File: src/rtl/core/stbs_pkg.sv
package stbs_pkg;

    localparam int TABLE_DEPTH = 256;
    localparam int IDX_W       = $clog2(TABLE_DEPTH);
    localparam int CNT_W       = $clog2(TABLE_DEPTH + 1);
    localparam int QUEUE_DEPTH = 4;
    localparam int QPTR_W      = $clog2(QUEUE_DEPTH);
    localparam int QCNT_W      = $clog2(QUEUE_DEPTH + 1);

    localparam logic MODE_WRITE  = 1'b0;
    localparam logic MODE_SEARCH = 1'b1;

    typedef struct packed {
        logic               mode;
        logic [7:0]         entry_index;
        logic signed [31:0] entry_value;
        logic signed [31:0] search_key;
    } t_in_item;

    typedef struct packed {
        logic       found;
        logic [7:0] found_index;
    } t_out_item;

    typedef struct packed {
        logic               is_search;
        logic [IDX_W-1:0]   index;
        logic signed [31:0] data;
    } t_cmd;

endpackage

File: src/rtl/core/stbs_queue.sv
module stbs_queue (
    input  logic           i_clk,
    input  logic           i_rst_n,
    input  logic           i_push_valid,
    output logic           o_push_ready,
    input  stbs_pkg::t_cmd i_push_cmd,
    output logic           o_pop_valid,
    input  logic           i_pop,
    output stbs_pkg::t_cmd o_pop_cmd
);

    stbs_pkg::t_cmd                    r_mem [stbs_pkg::QUEUE_DEPTH];
    logic [stbs_pkg::QPTR_W-1:0]       r_wr_ptr;
    logic [stbs_pkg::QPTR_W-1:0]       r_rd_ptr;
    logic [stbs_pkg::QCNT_W-1:0]       r_count;
    logic                              push;
    logic                              pop;

    assign o_push_ready = (r_count != stbs_pkg::QCNT_W'(stbs_pkg::QUEUE_DEPTH));
    assign o_pop_valid  = (r_count != '0);
    assign o_pop_cmd    = r_mem[r_rd_ptr];
    assign push         = i_push_valid && o_push_ready;
    assign pop          = i_pop && o_pop_valid;

    always_ff @(posedge i_clk) begin
        if (push) begin
            r_mem[r_wr_ptr] <= i_push_cmd;
        end
    end

    always_ff @(posedge i_clk) begin
        if (!i_rst_n) begin
            r_wr_ptr <= '0;
            r_rd_ptr <= '0;
            r_count  <= '0;
        end else begin
            if (push) begin
                r_wr_ptr <= r_wr_ptr + 1'b1;
            end
            if (pop) begin
                r_rd_ptr <= r_rd_ptr + 1'b1;
            end
            if (push && !pop) begin
                r_count <= r_count + 1'b1;
            end else if (pop && !push) begin
                r_count <= r_count - 1'b1;
            end
        end
    end

endmodule

File: config.mk
export PLATFORM = sky130hd
export DESIGN_NAME = stbs_queue
export DESIGN_NICKNAME = d
export VERILOG_FILES = /design/src/rtl/core/stbs_pkg.sv /design/src/rtl/core/stbs_queue.sv
export SDC_FILE = /design/constraint.sdc
export NUM_CORES = 1
export LEC_CHECK = 0
export ABC_AREA = 0
export BUFFER_PORTS_ARGS = -buffer_cell sky130_fd_sc_hd__buf_2
export CAP_MARGIN = 5
export CORE_MARGIN = 5
export CORE_UTILIZATION = 35
export CTS_BUF_LIST = sky130_fd_sc_hd__clkbuf_4
export DETAILED_ROUTE_END_ITERATION = 12
export REMOVE_ABC_BUFFERS = 1
export SLEW_MARGIN = 20
export SYNTH_ARGS = -nofsm -noshare
export SYNTH_HDL_FRONTEND = slang
export SYNTH_SLANG_ARGS = --single-unit
export TNS_END_PERCENT = 20
File: constraint.sdc
create_clock -name i_clk -period 2.4 [get_ports i_clk]
set_clock_uncertainty 0.15 [all_clocks]
set_input_delay 0 -clock i_clk [delete_from_list [all_inputs] [get_ports i_clk]]
set_output_delay 0 -clock i_clk [all_outputs]
set_load 0.005 [all_outputs]
==> impl_metrics.json, run 1 <==
{
  "portBuffers": 87,
  "clkPwrFrac": 0.207,
  "crit_path_max_fanout": 6,
  "clock-sinks": 173,
  "yosysMostFrequentCell": "edfxtp_1",
  "n_antenna_cell": 0,
  "synth_top_area_cell": "edfxtp_1",
  "ys_warn_count": 0,
  "synthCells": 263,
  "switching_share": 0.274,
  "drt-vias-per-instance": 4.66,
  "ant_nets": 0,
  "slowest_delay_ps": 450,
  "antenna_found_initial": 0,
  "clk_pin_slew_worst_paths_ps": 130,
  "hold_viol": 0,
  "cts_max_path_buffers": 2,
  "syn_avg_cell_area_um2": 24.6,
  "grt_pass1_wl_um": 19200,
  "ioPinCount": 88,
  "synth_ff_type": "edfxtp_1",
  "utilization": 0.447,
  "clk_latency_ps": 540,
  "final.min_clock_period_ps": 2280,
  "power_leakage_nw": 2.74,
  "track_usage": 0.120,
  "drt_iter0_drc": 152,
  "grt_max_degree": 27,
  "synth_top_cell_area_share": 0.762,
  "area_growth_pct": 25.1,
  "switchingPower_mw": 1.97,
  "grt_use_met1": 0.152,
  "critPathRequiredTime_ps": 2720,
  "drt_wl_total_um": 12100,
  "synth_area_um2": 6460,
  "crit_path_top_delay_cell": "dfxtp_2",
  "combPwrFrac": 0.265,
  "nFillCells": 1576,
  "synthArstFlopShare": 0,
  "dp_hpwl_um": 7580,
  "end_kind": "flop",
  "path_cells": "nor2_1 -> a21boi_2 -> ha_1 -> inv_1 -> fa_1 -> xor2_1 -> or3_1 -> a21boi_0",
  "grt.overflow.total": 0,
  "arrival_ps": 2600,
  "tightest_slew_ps": 388,
  "rsz0062_at_grt": "no",
  "start_util": 0.357,
  "place_congestion": 0.684,
  "coreArea_um2": 18100,
  "drv_slew": 0,
  "yosysUniqueCellTypes": 25,
  "fin_tns_setup_ps": 0,
  "die_area_um2": 21300,
  "max_slew_margin": 0.741,
  "layout-drive-gt1-share": 0.402,
  "globalRoute.busiestLayer": "met2",
  "outcome": "completed",
  "p_per_area_nw_per_um2": 887,
  "worstSetupPathType": "flop to flop",
  "rows": 49,
  "synth-edff-count": 164,
  "final_nets": 486,
  "vias": 3154,
  "die_w_um": 146,
  "die_h_um": 146,
  "fin_cells": 677,
  "synthTopCellsByCount": "164 x edfxtp_1, 40 x mux4_2, 9 x dfxtp_1, 8 x and2_1",
  "grt_use_met3": 0.0399,
  "grt_pass1_vias": 3522,
  "ys_seq_elements": 173,
  "seqPwrFrac": 0.528,
  "htree_levels": 4,
  "setup_viol": 0,
  "placed_cells": 581,
  "finalCritPeriodShare": 0.949,
  "met2_usage": 0.198,
  "cts_tree": "yes",
  "hp-class": "input pin to flop",
  "p_int_mw": 5.20,
  "wire_per_inst_um": 17.9,
  "start_kind": "flop",
  "numCtsBuffers": 17,
  "drcViolationCount": 0,
  "dr.pass1.iters": 4,
  "clockRootBuffer": "clkbuf_4",
  "synthTopCellsByArea": "edfxtp_1 76%, mux4_2 14%, dfxtp_1 2.8%",
  "ir_drop_uv": 455,
  "drv_cap": 0,
  "seq_area_frac_synth": 0.790,
  "fmax_mhz": 439
}
## flip-flops by register name, summed over array words and instances (netlist names), named ones only
name	flops
r_wr_ptr	2
r_mem	164
r_rd_ptr	2
r_count	3
## critical path, delay by kind of cell (launching register included)
| family | cells | cell delay (ps) |
|---|---|---|
| adders and majority gates | 2 | 590 |
| DFF | 1 | 450 |
| and+or+nand+nor | 2 | 410 |
| AOI/OAI and AO/OA | 2 | 350 |
| xor gates and xnor gates | 1 | 190 |
| buffers and inverters | 1 | 60 |
## final cells by class
type	instances	area [um^2]	share of cell area
flip-flops and latches	173	5110	0.632
multi-input cells	76	1230	0.152
repair buffers	164	1190	0.147
well taps	229	287	0.0354
clock buffers	18	135	0.0167
clock inverters	14	120	0.0149
inverters	3	11.3	0.00139
## logic make-up (layout without fill, tap and decap cells)
group | count (synthesis) | in the layout | synth area share
and+or+nand+nor | 17 | 17 | 0.0141
adders and majority gates | 6 | 6 | 0.0128
muxes | 44 | 44 | 0.148
DFF | 173 | 173 | 0.790
AOI/OAI and AO/OA | 5 | 5 | 0.00949
xor gates and xnor gates | 4 | 4 | 0.00542
buffers and inverters | 14 | 199 | 0.0201
## cell usage in the layout (no fill, tap or decap), drive strengths merged
| cell | n |
|---|---|
| edfxtp | 164 |
| inv | 5 |
| clkinvlp | 6 |
| mux2i | 3 |
| or3 | 2 |
| o21ai | 1 |
| clkinv | 5 |
| nor2b | 1 |
| and2 | 8 |
| buf | 100 |
| a21boi | 2 |
| xnor2 | 3 |
| nand2 | 5 |
| dfxtp | 9 |
| bufinv | 1 |
| dlygate4sd3 | 64 |
| ha | 5 |
| fa | 1 |
| o311ai | 1 |
| nor2 | 1 |
| mux4 | 41 |
| clkbuf | 18 |
| o31ai | 1 |
| xor2 | 1 |
## repair_timing
item,4_1_cts,5_1_grt
endpoints found under the setup margin,0,1
hold buffers,64,0
gates resized for setup,0,2
buffers inserted,0,0
endpoints found under the hold margin,173,0
## per-stage QoR
| step | power, mW | setup slack, ps | cell area [um^2] | hold slack (ps) |
|---|---|---|---|---|
| finish | 7.17 | 123 | 8080 | 63.2 |
| global route | 7.61 | 15.9 | 8080 | 1.74 |
| CTS | 7.32 | 13.1 | 8080 | 0.961 |
| detailed placement | 5.75 | 30.8 | 7190 | 71.5 |
| global placement | 5.70 | 194 | 7190 | 62.0 |
| floorplan | 4.92 | -257 | 6340 | -51.1 |
## power by group through the flow
stage / Combinational, mW / Clock (mW) / Sequential [mW]
floorplan: 0.935 / 0 / 3.99
global placement: 1.86 / 0 / 3.84
detailed placement: 1.89 / 0 / 3.86
CTS: 1.98 / 1.55 / 3.79
global route: 2.10 / 1.69 / 3.82
finish: 1.90 / 1.48 / 3.79
## routing by layer
metal  part of all wire  vias to the layer above  wire [um]
met4             0.0092                        0        112
met3              0.043                       10        517
met1               0.44                     1618       5340
li1                   -                     1452          -
met5                  0                        -          0
met2               0.51                       74       6140
## path summary, 6_finish.rpt
| kind | startpoint | endpoint | slack (ps) | cells past startpoint |
|---|---|---|---|---|
| max | r_count[0] | r_count[2] | 120 | 8 |
| min | i_push_cmd[10] | r_mem[3][10] | 60 | 2 |
| max reg2reg | r_count[0] | r_count[2] | 120 | 8 |
| min reg2reg | r_wr_ptr[1] | r_wr_ptr[1] | 360 | 2 |
Note: power is estimated with default switching activity, not from simulation.
==> run 2: changes to the inputs <==
--- a/config.mk
+++ b/config.mk
@@ -9,9 +9,10 @@
 export BUFFER_PORTS_ARGS = -buffer_cell sky130_fd_sc_hd__buf_2
 export CAP_MARGIN = 5
 export CORE_MARGIN = 5
-export CORE_UTILIZATION = 35
+export CORE_UTILIZATION = 53
 export CTS_BUF_LIST = sky130_fd_sc_hd__clkbuf_4
 export DETAILED_ROUTE_END_ITERATION = 12
+export PLACE_DENSITY_LB_ADDON = 0.05
 export REMOVE_ABC_BUFFERS = 1
 export SLEW_MARGIN = 20
 export SYNTH_ARGS = -nofsm -noshare
==> impl_metrics.json, run 2 (synthesized netlist as in run 1, its figures left out) <==
{
  "grt_max_degree": 27,
  "tightest_slew_ps": 518,
  "max_slew_margin": 0.655,
  "final_cell_mix": "164 x edfxtp_1, 87 x buf_2, 50 x dlygate4sd3_1, 40 x mux4_2, 19 x clkbuf_4",
  "final_nets": 473,
  "ir_drop_uv": 626,
  "slowest_delay_ps": 620,
  "n_antenna_cell": 0,
  "drv_cap": 0,
  "critPathRequiredTime_ps": 2250,
  "top_register": "r_mem",
  "grt.overflow.total": 0,
  "die_w_um": 120,
  "grt_pass1_vias": 3332,
  "area_growth_pct": 22.0,
  "crit_path_max_fanout": 19,
  "die_area_um2": 14500,
  "rsz0062_at_grt": "yes",
  "place_congestion": 0.754,
  "coreArea_um2": 12000,
  "reg2reg_to": "r_count[2]",
  "clk_pin_slew_worst_paths_ps": 120,
  "setup_viol": 0,
  "layout-drive-gt1-share": 0.410,
  "ioPinCount": 88,
  "nFillCells": 831,
  "crit_family": "flip-flops",
  "drt-vias-per-instance": 5.27,
  "portBuffers": 87,
  "path_depth": 3,
  "track_usage": 0.162,
  "die_h_um": 120,
  "rows": 40,
  "end_kind": "output port",
  "fin_tns_setup_ps": 0,
  "r2r_slack_ps": 240,
  "hold_viol": 0,
  "utilization": 0.659,
  "antenna_found_initial": 0,
  "crit_path_top_delay_cell": "dfxtp_4",
  "grt_pass1_wl_um": 17200,
  "start_util": 0.540,
  "p_per_area_nw_per_um2": 903,
  "reg_top3": "r_mem (164), r_count (3)",
  "drcViolationCount": 0,
  "arrival_ps": 2080,
  "cts_tree": "yes",
  "cts_max_path_buffers": 2,
  "whs_ps": 56.4,
  "hp-class": "input pin to flop",
  "ant_nets": 0,
  "outcome": "completed",
  "final.min_clock_period_ps": 2230,
  "finalCritPeriodShare": 0.931,
  "cp-endpoint": "o_pop_cmd[17]",
  "htree_levels": 4,
  "drt_wl_total_um": 10700,
  "vias": 3061,
  "drv_slew": 0,
  "r2r_cells": 8,
  "fmax_mhz": 448,
  "clockRootBuffer": "clkbuf_4",
  "r2r_start": "r_count[0]",
  "clock-sinks": 173,
  "drt_iter0_drc": 144,
  "power_leakage_nw": 2.72,
  "final_common_cell": "edfxtp_1",
  "crit_buf_inv": 2,
  "largest_reg_flops": 164,
  "wire_per_inst_um": 18.5,
  "clk_latency_ps": 540,
  "numCtsBuffers": 17,
  "dr.pass1.iters": 4,
  "path_cells": "buf_12 -> mux4_2 -> buf_2",
  "start_kind": "flop",
  "dp_hpwl_um": 6610,
  "worstSetupPathType": "flop to output port"
}
-- run 2: worst min-delay path by stage --
stage / startpoint / to / cells past startpoint
2_1_floorplan: i_push_cmd[0] / r_mem[0][0] / 0
3_3_place_gp: i_push_cmd[22] / r_mem[1][22] / 1
3_5_place_dp: i_push_cmd[39] / r_mem[2][39] / 1
4_1_cts: i_push_cmd[40] / r_mem[3][40] / 2
5_1_grt: i_push_cmd[0] / r_mem[0][0] / 2
6_report: i_push_cmd[18] / r_mem[3][18] / 2
-- run 2: per-layer routing --
metal | up-vias | wire (um) | global-route usage
met5 | - | 0 | 0
met4 | 0 | 200 | 0.0637
met3 | 18 | 502 | 0.0435
met2 | 69 | 5590 | 0.268
met1 | 1559 | 4450 | 0.205
li1 | 1415 | - | -
-- run 2: stage by stage --
stage	instance area, um^2	cells	setup slack (ps)	power [mW]
6_report	7880	581	166	7.12
5_1_grt	7880	581	-22.2	7.53
4_1_cts	7880	581	45.5	7.24
3_5_place_dp	7130	500	124	5.70
3_3_place_gp	7130	500	184	5.68
2_1_floorplan	6340	252	-257	4.92
-- run 2: worst register-to-register path, stage by stage, from the launching register on --
cell	delay [ps]
dfxtp_2	440
nor2_1	90
a21boi_2	160
ha_1	200
inv_1	60
fa_1	370
xor2_1	170
or3_1	300
a21boi_0	150
-- run 2: timing repair --
action,CTS,global route
hold buffers,50,0
buffers inserted,0,0
endpoints found under the setup margin,0,4
hold endpoints to repair,173,0
gates resized for setup,0,3
-- run 2: power breakdown --
part | internal (mW) | total (mW) | switching, mW
registers | 3.67 | 3.88 | 0.214
clock network | 0.609 | 1.48 | 0.872
logic | 1.03 | 1.75 | 0.721
total | 5.31 | 7.12 | 1.81
-- run 2: area by class of cell --
cell class,count,area (um^2),area share
inverters,3,11.3,0.00143
flip-flops and latches,173,5110,0.649
repair buffers,151,1090,0.139
clock buffers,19,143,0.0181
clock inverters,12,104,0.0132
multi-input cells,76,1230,0.156
well taps,147,184,0.0233
