### config.mk
export PLATFORM = sky130hd
export DESIGN_NAME = stbs_front
export DESIGN_NICKNAME = d
export VERILOG_FILES = /design/src/rtl/core/stbs_pkg.sv /design/src/rtl/core/stbs_front.sv
export SDC_FILE = /design/constraint.sdc
export NUM_CORES = 1
export LEC_CHECK = 0
export BUFFER_PORTS_ARGS = -buffer_cell sky130_fd_sc_hd__buf_2
export CELL_PAD_IN_SITES_DETAIL_PLACEMENT = 1
export CELL_PAD_IN_SITES_GLOBAL_PLACEMENT = 2
export CORE_MARGIN = 1.5
export CORE_UTILIZATION = 26
export CTS_CLUSTER_DIAMETER = 100
export DETAILED_ROUTE_END_ITERATION = 10
export HOLD_SLACK_MARGIN = 0.1
export PLACE_DENSITY_LB_ADDON = 0.1
export SETUP_SLACK_MARGIN = 0.05
export SLEW_MARGIN = 20
export SYNTH_ARGS = -nofsm -noshare
export SYNTH_HDL_FRONTEND = slang
export SYNTH_SLANG_ARGS = --single-unit
### constraint.sdc
create_clock -name i_clk -period 2.7 [get_ports i_clk]
set_clock_uncertainty 0.1 [all_clocks]
set_input_delay 0.54 -clock i_clk [delete_from_list [all_inputs] [get_ports i_clk]]
set_output_delay 0.54 -clock i_clk [all_outputs]
set_load 0.005 [all_outputs]
### src/rtl/core/stbs_pkg.sv
package stbs_pkg;

    localparam int TABLE_DEPTH = 256;
    localparam int IDX_W       = $clog2(TABLE_DEPTH);
    localparam int CNT_W       = $clog2(TABLE_DEPTH + 1);
    localparam int QUEUE_DEPTH = 4;
    localparam int QPTR_W      = $clog2(QUEUE_DEPTH);
    localparam int QCNT_W      = $clog2(QUEUE_DEPTH + 1);

    localparam logic MODE_WRITE  = 1'b0;
    localparam logic MODE_SEARCH = 1'b1;

    typedef struct packed {
        logic               mode;
        logic [7:0]         entry_index;
        logic signed [31:0] entry_value;
        logic signed [31:0] search_key;
    } t_in_item;

    typedef struct packed {
        logic       found;
        logic [7:0] found_index;
    } t_out_item;

    typedef struct packed {
        logic               is_search;
        logic [IDX_W-1:0]   index;
        logic signed [31:0] data;
    } t_cmd;

endpackage

### src/rtl/core/stbs_front.sv
module stbs_front (
    input  logic               i_clk,
    input  logic               i_rst_n,
    input  logic               i_in_valid,
    output logic               o_in_ready,
    input  stbs_pkg::t_in_item i_in_item,
    output logic               o_push_valid,
    input  logic               i_push_ready,
    output stbs_pkg::t_cmd     o_push_cmd
);

    logic           r_valid;
    stbs_pkg::t_cmd r_cmd;
    stbs_pkg::t_cmd n_cmd;

    assign o_in_ready   = !r_valid || i_push_ready;
    assign o_push_valid = r_valid;
    assign o_push_cmd   = r_cmd;

    always_comb begin
        n_cmd.is_search = (i_in_item.mode == stbs_pkg::MODE_SEARCH);
        n_cmd.index     = i_in_item.entry_index[stbs_pkg::IDX_W-1:0];
        n_cmd.data      = (i_in_item.mode == stbs_pkg::MODE_SEARCH) ? i_in_item.search_key
                                                                     : i_in_item.entry_value;
    end

    always_ff @(posedge i_clk) begin
        if (!i_rst_n) begin
            r_valid <= 1'b0;
        end else if (i_in_valid && o_in_ready) begin
            r_valid <= 1'b1;
            r_cmd   <= n_cmd;
        end else if (i_push_ready) begin
            r_valid <= 1'b0;
        end
    end

endmodule

==> impl_metrics.yaml, run 1 <==
yosys:
  yosys_warnings: 0
  yosys.area.top_type: "edfxtp_1"
  yosys-top-cells-area: "edfxtp_1, mux2_4, buf_12"
  synthAdderAreaFrac_pct: 0
  synth_top_area_share_pct: 67.7
  yosysUniqueCellTypes: 10
  seq_area_frac_synth_pct: 68.8
  synthSimpleGateAreaFrac_pct: 0.688
  synth_xor_xnor_area_share_pct: 0
  syn_area_um2: 1820
  synth_area_per_cell_um2: 22.2
  synth_compound_area_share_pct: 0.413
  synth-seq-cells: 42
  syn_inst: 82
  syn_nets: 159
  synth_top_family_by_area: "multiplexers"
  synth_mux_area_share_pct: 26.0
placement:
  globalplace.congestion: 0.688
  dp.cells: 295
  portBuffers: 119
layout:
  num_antenna_cells: 0
  mostFrequentLayoutCell: "buf_2"
  final_cell_mix: "buf_2, edfxtp_1, mux2_4, clkbuf_8"
  fin_util_pct: 38.4
  synthToLayoutAreaGrowth_pct: 43.3
  fin_cells: 302
  fin_nets: 283
  drive_above_1_share_pct: 77.7
worst_hold_path:
  min_path_cells: 1
  hold_path_class: "input port to flop"
setup_path:
  reg2regPathDepth: 3
  path_max_fanout: 19
  required_ns: 2.65
  arrival_ns: 1.58
  critPathKind: "input port to flop"
  critPathLaunchType: "input port"
  endpoint_kind: "flop"
timing:
  fin_crit_sh_pct: 60.1
  worst_pin_slew_ns: 0.510
  fin_crit_ns: 1.62
  tns_ns: 0
  maxSlewHeadroom_pct: 66.0
  maxSlewViolCount: 0
  setup_viol: 0
  hold-worst-slack_ns: 0.327
  rsz0062_at_grt: "no"
  hold_viol_final: 0
  fmax_mhz: 616
cts:
  post_cts_buffers: 0
  htree_levels: 2
  cts.path.max_buffers: 2
  cts.sinks: 42
  clkLatencyLatePin_ns: 0.28
  clk_pin_slew_worst_paths_ns: 0.09
  hold_buffers: 0
  tritoncts: "built"
  clockRootBuffer: "clkbuf_8"
  cts_buffers: 5
  cts_resized: 0
global_routing:
  antenna_found_initial: 0
  grt_max_degree: 25
  gr-total-overflow: 0
  grt_usage_pct: 11.2
  grt_pass1_vias: 1369
  grt_pass1_wl_um: 6360
route:
  wl_per_cell_um: 13.8
  dr.pass1.iters: 4
  wirelength_um: 4170
  drt-initial-drc-count: 23
  vias: 1189
  antenna_left: 0
  viasPerCell: 3.94
  drc: 0
floorplan:
  die_x_um: 86.7
  start_util_pct: 26.8
  dieArea_um2: 7510
  io_pins: 120
  die_h_um: 86.7
  core_um2: 6790
  num_rows: 30
run_status:
  status: "complete, no violations"
power_and_ir_drop:
  ir_drop_v: 0.000180
  p_total_mw: 1.42
  powerDensity_nw_per_um2: 544
  p_leak_nw: 1.20
job:
  max-cap-violations: 0
==> cell families after synthesis <==
family | after synthesis
AOI/OAI and AO/OA | 1
DFF | 42
muxes | 32
and+or+nand+nor | 2
buffers and inverters | 5
==> final cells by class <==
class	instances	area [um2]
Multi-Input combinational cell	35	494
Tap cell	96	120
Clock buffer	5	68.8
Clock inverter	2	33.8
Timing Repair Buffer	121	636
Fill cell	739	4190
Inverter	1	3.75
Sequential cell	42	1250
==> path summary, 6_finish.rpt <==
| path | startpoint | end | slack (ns) |
|---|---|---|---|
| worst min register to register | o_push_valid | o_push_valid | 0.44 |
| worst min-delay path | i_in_item[71] | o_push_cmd[39] | 0.33 |
| worst max register to register | o_push_valid | o_push_cmd[14] | 1.16 |
| worst max-delay path | i_in_item[72] | o_push_cmd[30] | 1.08 |
==> layer usage <==
layer | up-vias | share of wire, % | track usage [%]
met1 | 547 | 34 | 11.1
li1 | 562 | - | -
met4 | 0 | 1.0 | 3.08
met2 | 75 | 53 | 20.9
met5 | - | 0 | 0
met3 | 5 | 12 | 5.33
==> synth_stat cells <==
cell type  instances
edfxtp_1          41
mux2_4            30
buf_12             3
mux2_2             2
a21boi_0           1
and3_1             1
buf_6              1
dfxtp_1            1
inv_1              1
nand2b_1           1
==> critical path, stage by stage <==
cell and delay, ns:
buf_2 0.41, buf_12 0.26, mux2_2 0.35
==> power by group <==
| part | internal (mW) | switching, mW | leakage [nW] | total (mW) |
|---|---|---|---|---|
| clock network | 0.267 | 0.202 | 0.0517 | 0.470 |
| logic | 0.118 | 0.0690 | 0.754 | 0.187 |
| registers | 0.754 | 0.00693 | 0.391 | 0.761 |
| total | 1.14 | 0.278 | 1.20 | 1.42 |
==> registers in the layout (all words and copies together) (netlist names) <==
register	cells
o_push_cmd	41
o_push_valid	1
==> through the flow <==
step | worst slack, ns | instance area [um2]
floorplan | 0.472 | 1820
global placement | 0.777 | 2500
detailed placement | 0.741 | 2500
CTS | 1.07 | 2610
global route | 1.02 | 2610
finish | 1.08 | 2610
No activity file was read; power rests on OpenSTA's default activity.
==> run 2, diff against run 1 <==
clock period = 1.6 ns   (was 2.7 ns; I/O delays follow)
==> impl_metrics.yaml, run 2 (same netlist as run 1, synthesis figures left out) <==
run_status:
  status: "complete, no violations"
cts:
  cts.path.max_buffers: 2
  cts_buffers: 5
  htree_levels: 2
  cts_resized: 0
  tritoncts: "built"
  cts.sinks: 42
  clkLatencyLatePin_ns: 0.29
  clk_pin_slew_worst_paths_ns: 0.08
  clockRootBuffer: "clkbuf_8"
layout:
  synthToLayoutAreaGrowth_pct: 50.6
  multiInputGateArea_um2: 498
  fill_cells: 738
  num_antenna_cells: 0
  drive_above_1_share_pct: 75.1
  register_area_um2: 1250
  final_cell_mix: "buf_2, edfxtp_1, mux2_4, dlygate4sd3_1, clkbuf_8"
  fin_nets: 293
  largest_register_ffs: 41
  final_cell_area_um2: 2740
  mostFrequentLayoutCell: "buf_2"
timing:
  setup_slack_ns: 0.311
  maxSlewHeadroom_pct: 88.8
  maxSlewViolCount: 0
  worst_pin_slew_ns: 0.166
  setup_viol: 0
  tns_ns: 0
  fmax_mhz: 776
  rsz0062_at_grt: "no"
  hold_viol_final: 0
  fin_crit_sh_pct: 80.6
  fin_crit_ns: 1.29
placement:
  globalplace.congestion: 0.702
  place_area_um2: 2550
  dp_slack_ns: 0.171
  portBuffers: 119
floorplan:
  io_pins: 120
  die_h_um: 86.7
  start_util_pct: 26.8
  num_rows: 30
  die_x_um: 86.7
  core_um2: 6790
  dieArea_um2: 7510
setup_path:
  path_buf_inv: 1
  critPathMaxStageDelay_ns: 0.32
  path_depth: 3
  endpoint_kind: "flop"
  crit_family: "simple AND/OR/NAND/NOR gates"
  crit_path_cell_trace: "nand2b_1 > and3_4 > buf_12"
  required_ns: 1.50
  critPathKind: "flop to flop"
  reg2regPathDepth: 3
  critPathLaunchType: "flop"
  crit_slowest_cell: "dfxtp_1"
  path_max_fanout: 18
  arrival_ns: 1.19
power_and_ir_drop:
  switching_share_pct: 20.1
  p_clk_share_pct: 33.7
  ir_drop_v: 0.000290
  pwr-share-seq_pct: 52.3
  intPower_mw: 1.96
  p_total_mw: 2.46
  powerDensity_nw_per_um2: 896
  p_leak_nw: 1.25
  pwr-share-comb_pct: 13.9
  p_sw_mw: 0.495
job:
  max-cap-violations: 0
route:
  antenna_left: 0
  drt-initial-drc-count: 42
  drc: 0
  wirelength_um: 4310
  vias: 1237
  wl_per_cell_um: 13.8
  viasPerCell: 3.95
  dr.pass1.iters: 4
global_routing:
  grt_usage_pct: 11.5
  grt_max_degree: 21
  gr-total-overflow: 0
  grt_pass1_vias: 1363
  antenna_found_initial: 0
  grt_pass1_wl_um: 6420
worst_hold_path:
  min_path_cells: 3
  hold_path_class: "input port to flop"
-- run 2: changes by cell type in the layout (fill, tap and decap cells not counted), sizes merged --
cell	before	now
buf	121	123
clkbuf	5	6
clkinv	1	0
clkinvlp	0	1
dlygate4sd3	0	8
-- run 2: per-stage QoR --
step	hold WS (ns)	util, %	cells
finish	0.200	40.3	313
detailed placement	0.399	37.5	297
CTS	0.102	40.2	312
global placement	0.396	37.5	297
floorplan	0.319	-	82
global route	0.211	40.3	313
-- run 2: power by group through the flow --
| stage | Sequential, mW | Clock, mW | Combinational, mW |
|---|---|---|---|
| after CTS | 1.29 | 0.858 | 0.348 |
| after global routing | 1.29 | 0.894 | 0.373 |
| after floorplan | 1.32 | 0 | 0.158 |
| after global placement | 1.31 | 0 | 0.325 |
| final | 1.28 | 0.828 | 0.342 |
| after detailed placement | 1.31 | 0 | 0.335 |
-- run 2: cell type report --
class	instances	area share [%]
multi-input cells	35	18.2
inverters	1	0.137
well taps	96	4.39
clock buffers	6	2.65
clock inverters	2	1.37
flip-flops and latches	42	45.7
repair buffers	131	27.6
-- run 2: what timing repair did --
action                                 in CTS  in global routing
endpoints found under the hold margin       7                  1
hold buffers                                7                  1
buffers inserted                            0                  0
-- run 2: path summary, 6_finish.rpt --
kind,from,end,slack [ns]
worst min register to register,o_push_valid,o_push_valid,0.47
worst max register to register,o_push_valid,o_push_cmd[0],0.31
worst min-delay path,i_in_valid,o_push_valid,0.20
worst max-delay path,o_push_valid,o_push_cmd[0],0.31
-- run 2: worst register-to-register path: stages (launching register included) --
cell and delay, ns:
dfxtp_1 0.32, nand2b_1 0.10, and3_4 0.30, buf_12 0.19
-- run 2: routing by layer --
metal	track usage [%]	vias to the layer above	share of wire [%]
met4	4.55	0	2.1
li1	-	584	-
met3	3.52	7	6.1
met5	0	-	0
met2	22.7	61	56
met1	10.9	585	36
==> run 3, diff against run 2 <==
clock period = 1.3 ns   (was 1.6 ns; I/O delays follow)
==> impl_metrics.yaml, run 3 (same netlist as run 1, synthesis figures left out) <==
power_and_ir_drop:
  ir_drop_v: 0.000338
  p_total_mw: 3.07
  p_sw_mw: 0.593
  switching_share_pct: 19.3
  p_clk_share_pct: 34.3
  intPower_mw: 2.47
  pwr-share-comb_pct: 14.1
  powerDensity_nw_per_um2: 1110
  p_leak_nw: 1.27
  pwr-share-seq_pct: 51.6
route:
  vias: 1246
  dr.pass1.iters: 4
  wirelength_um: 4400
  viasPerCell: 3.97
  wl_per_cell_um: 14.0
  drc: 0
  drt-initial-drc-count: 12
  antenna_left: 0
layout:
  register_area_um2: 1250
  fill_cells: 719
  multiInputGateArea_um2: 505
  final_cell_mix: "buf_2, edfxtp_1, mux2_4, dlygate4sd3_1, clkbuf_8"
  fin_nets: 294
  mostFrequentLayoutCell: "buf_2"
  fin_cells: 314
  drive_above_1_share_pct: 76.1
  synthToLayoutAreaGrowth_pct: 52.1
  num_antenna_cells: 0
  largest_register_ffs: 41
setup_path:
  required_ns: 1.19
  critPathKind: "flop to flop"
  arrival_ns: 1.09
  endpoint_kind: "flop"
  path_max_fanout: 19
  critPathLaunchType: "flop"
global_routing:
  grt_usage_pct: 11.3
  grt_max_degree: 23
  grt_pass1_vias: 1336
  antenna_found_initial: 0
  grt_pass1_wl_um: 6400
  gr-total-overflow: 0
floorplan:
  core_um2: 6790
  die_h_um: 86.7
  start_util_pct: 26.8
  num_rows: 30
  dieArea_um2: 7510
  die_x_um: 86.7
  io_pins: 120
placement:
  globalplace.congestion: 0.685
  dp_hpwl_um: 3330
  dp.cells: 297
  portBuffers: 119
timing:
  fin_crit_sh_pct: 92.3
  tns_ns: 0
  hold-worst-slack_ns: 0.135
  setup_viol: 0
  fmax_mhz: 833
  worst_pin_slew_ns: 0.202
  rsz0062_at_grt: "no"
  maxSlewViolCount: 0
  hold_viol_final: 0
  maxSlewHeadroom_pct: 86.5
  fin_crit_ns: 1.20
cts:
  clockRootBuffer: "clkbuf_8"
  clk_pin_slew_worst_paths_ns: 0.08
  cts.path.max_buffers: 2
  tritoncts: "built"
  htree_levels: 2
  clkLatencyLatePin_ns: 0.28
  cts.sinks: 42
  post_cts_buffers: 0
  cts_buffers: 5
job:
  max-cap-violations: 0
worst_hold_path:
  hold_path_class: "input port to flop"
run_status:
  status: "complete, no violations"
run 3: final timing paths:
check        slack (ns)    startpoint              to  cells after the start
max reg2reg         0.1  o_push_valid  o_push_cmd[21]                      3
min                0.14       i_rst_n    o_push_valid                      2
min reg2reg        0.41  o_push_valid    o_push_valid                      2
max                 0.1  o_push_valid  o_push_cmd[21]                      3
run 3: area by class of cell:
cell class | instances | share of cell area (%)
Tap cell | 96 | 4.34
Sequential cell | 42 | 45.3
Clock inverter | 1 | 1.09
Inverter | 1 | 0.136
Timing Repair Buffer | 132 | 27.8
Clock buffer | 7 | 3.12
Multi-Input combinational cell | 35 | 18.3
run 3: repair_timing:
action,4_1_cts,5_1_grt
resized for setup,0,1
endpoints found under the setup margin,0,42
hold buffers,8,0
endpoints found under the hold margin,8,0
run 3: power groups by stage:
stage          Combinational (mW)  Clock, mW  Sequential [mW]
5_1_grt                     0.468       1.13             1.59
3_5_place_dp                0.410          0             1.61
4_1_cts                     0.429       1.09             1.58
3_3_place_gp                0.393          0             1.61
6_report                    0.431       1.05             1.58
2_1_floorplan               0.195          0             1.62
run 3: per-stage QoR:
step	area, um2	worst slack [ns]	utilization, %
floorplan	1830	-0.0259	-
CTS	2730	0.0670	40.2
finish	2770	0.0997	40.7
global route	2770	0.0633	40.7
global placement	2540	0.00410	37.3
detailed placement	2540	-0.0199	37.3
run 3: worst max-delay path, cell delays in order, from the launching register on:
cell      delay (ns)
dfxtp_2         0.34
nand2b_4        0.07
and3_4          0.23
buf_12          0.17
run 3: per-layer routing:
metal / GRT usage [%] / share of wire [%]
met4: 3.96 / 0.55
met1: 11.4 / 35
met2: 20.7 / 55
met3: 4.76 / 9.8
met5: 0 / 0
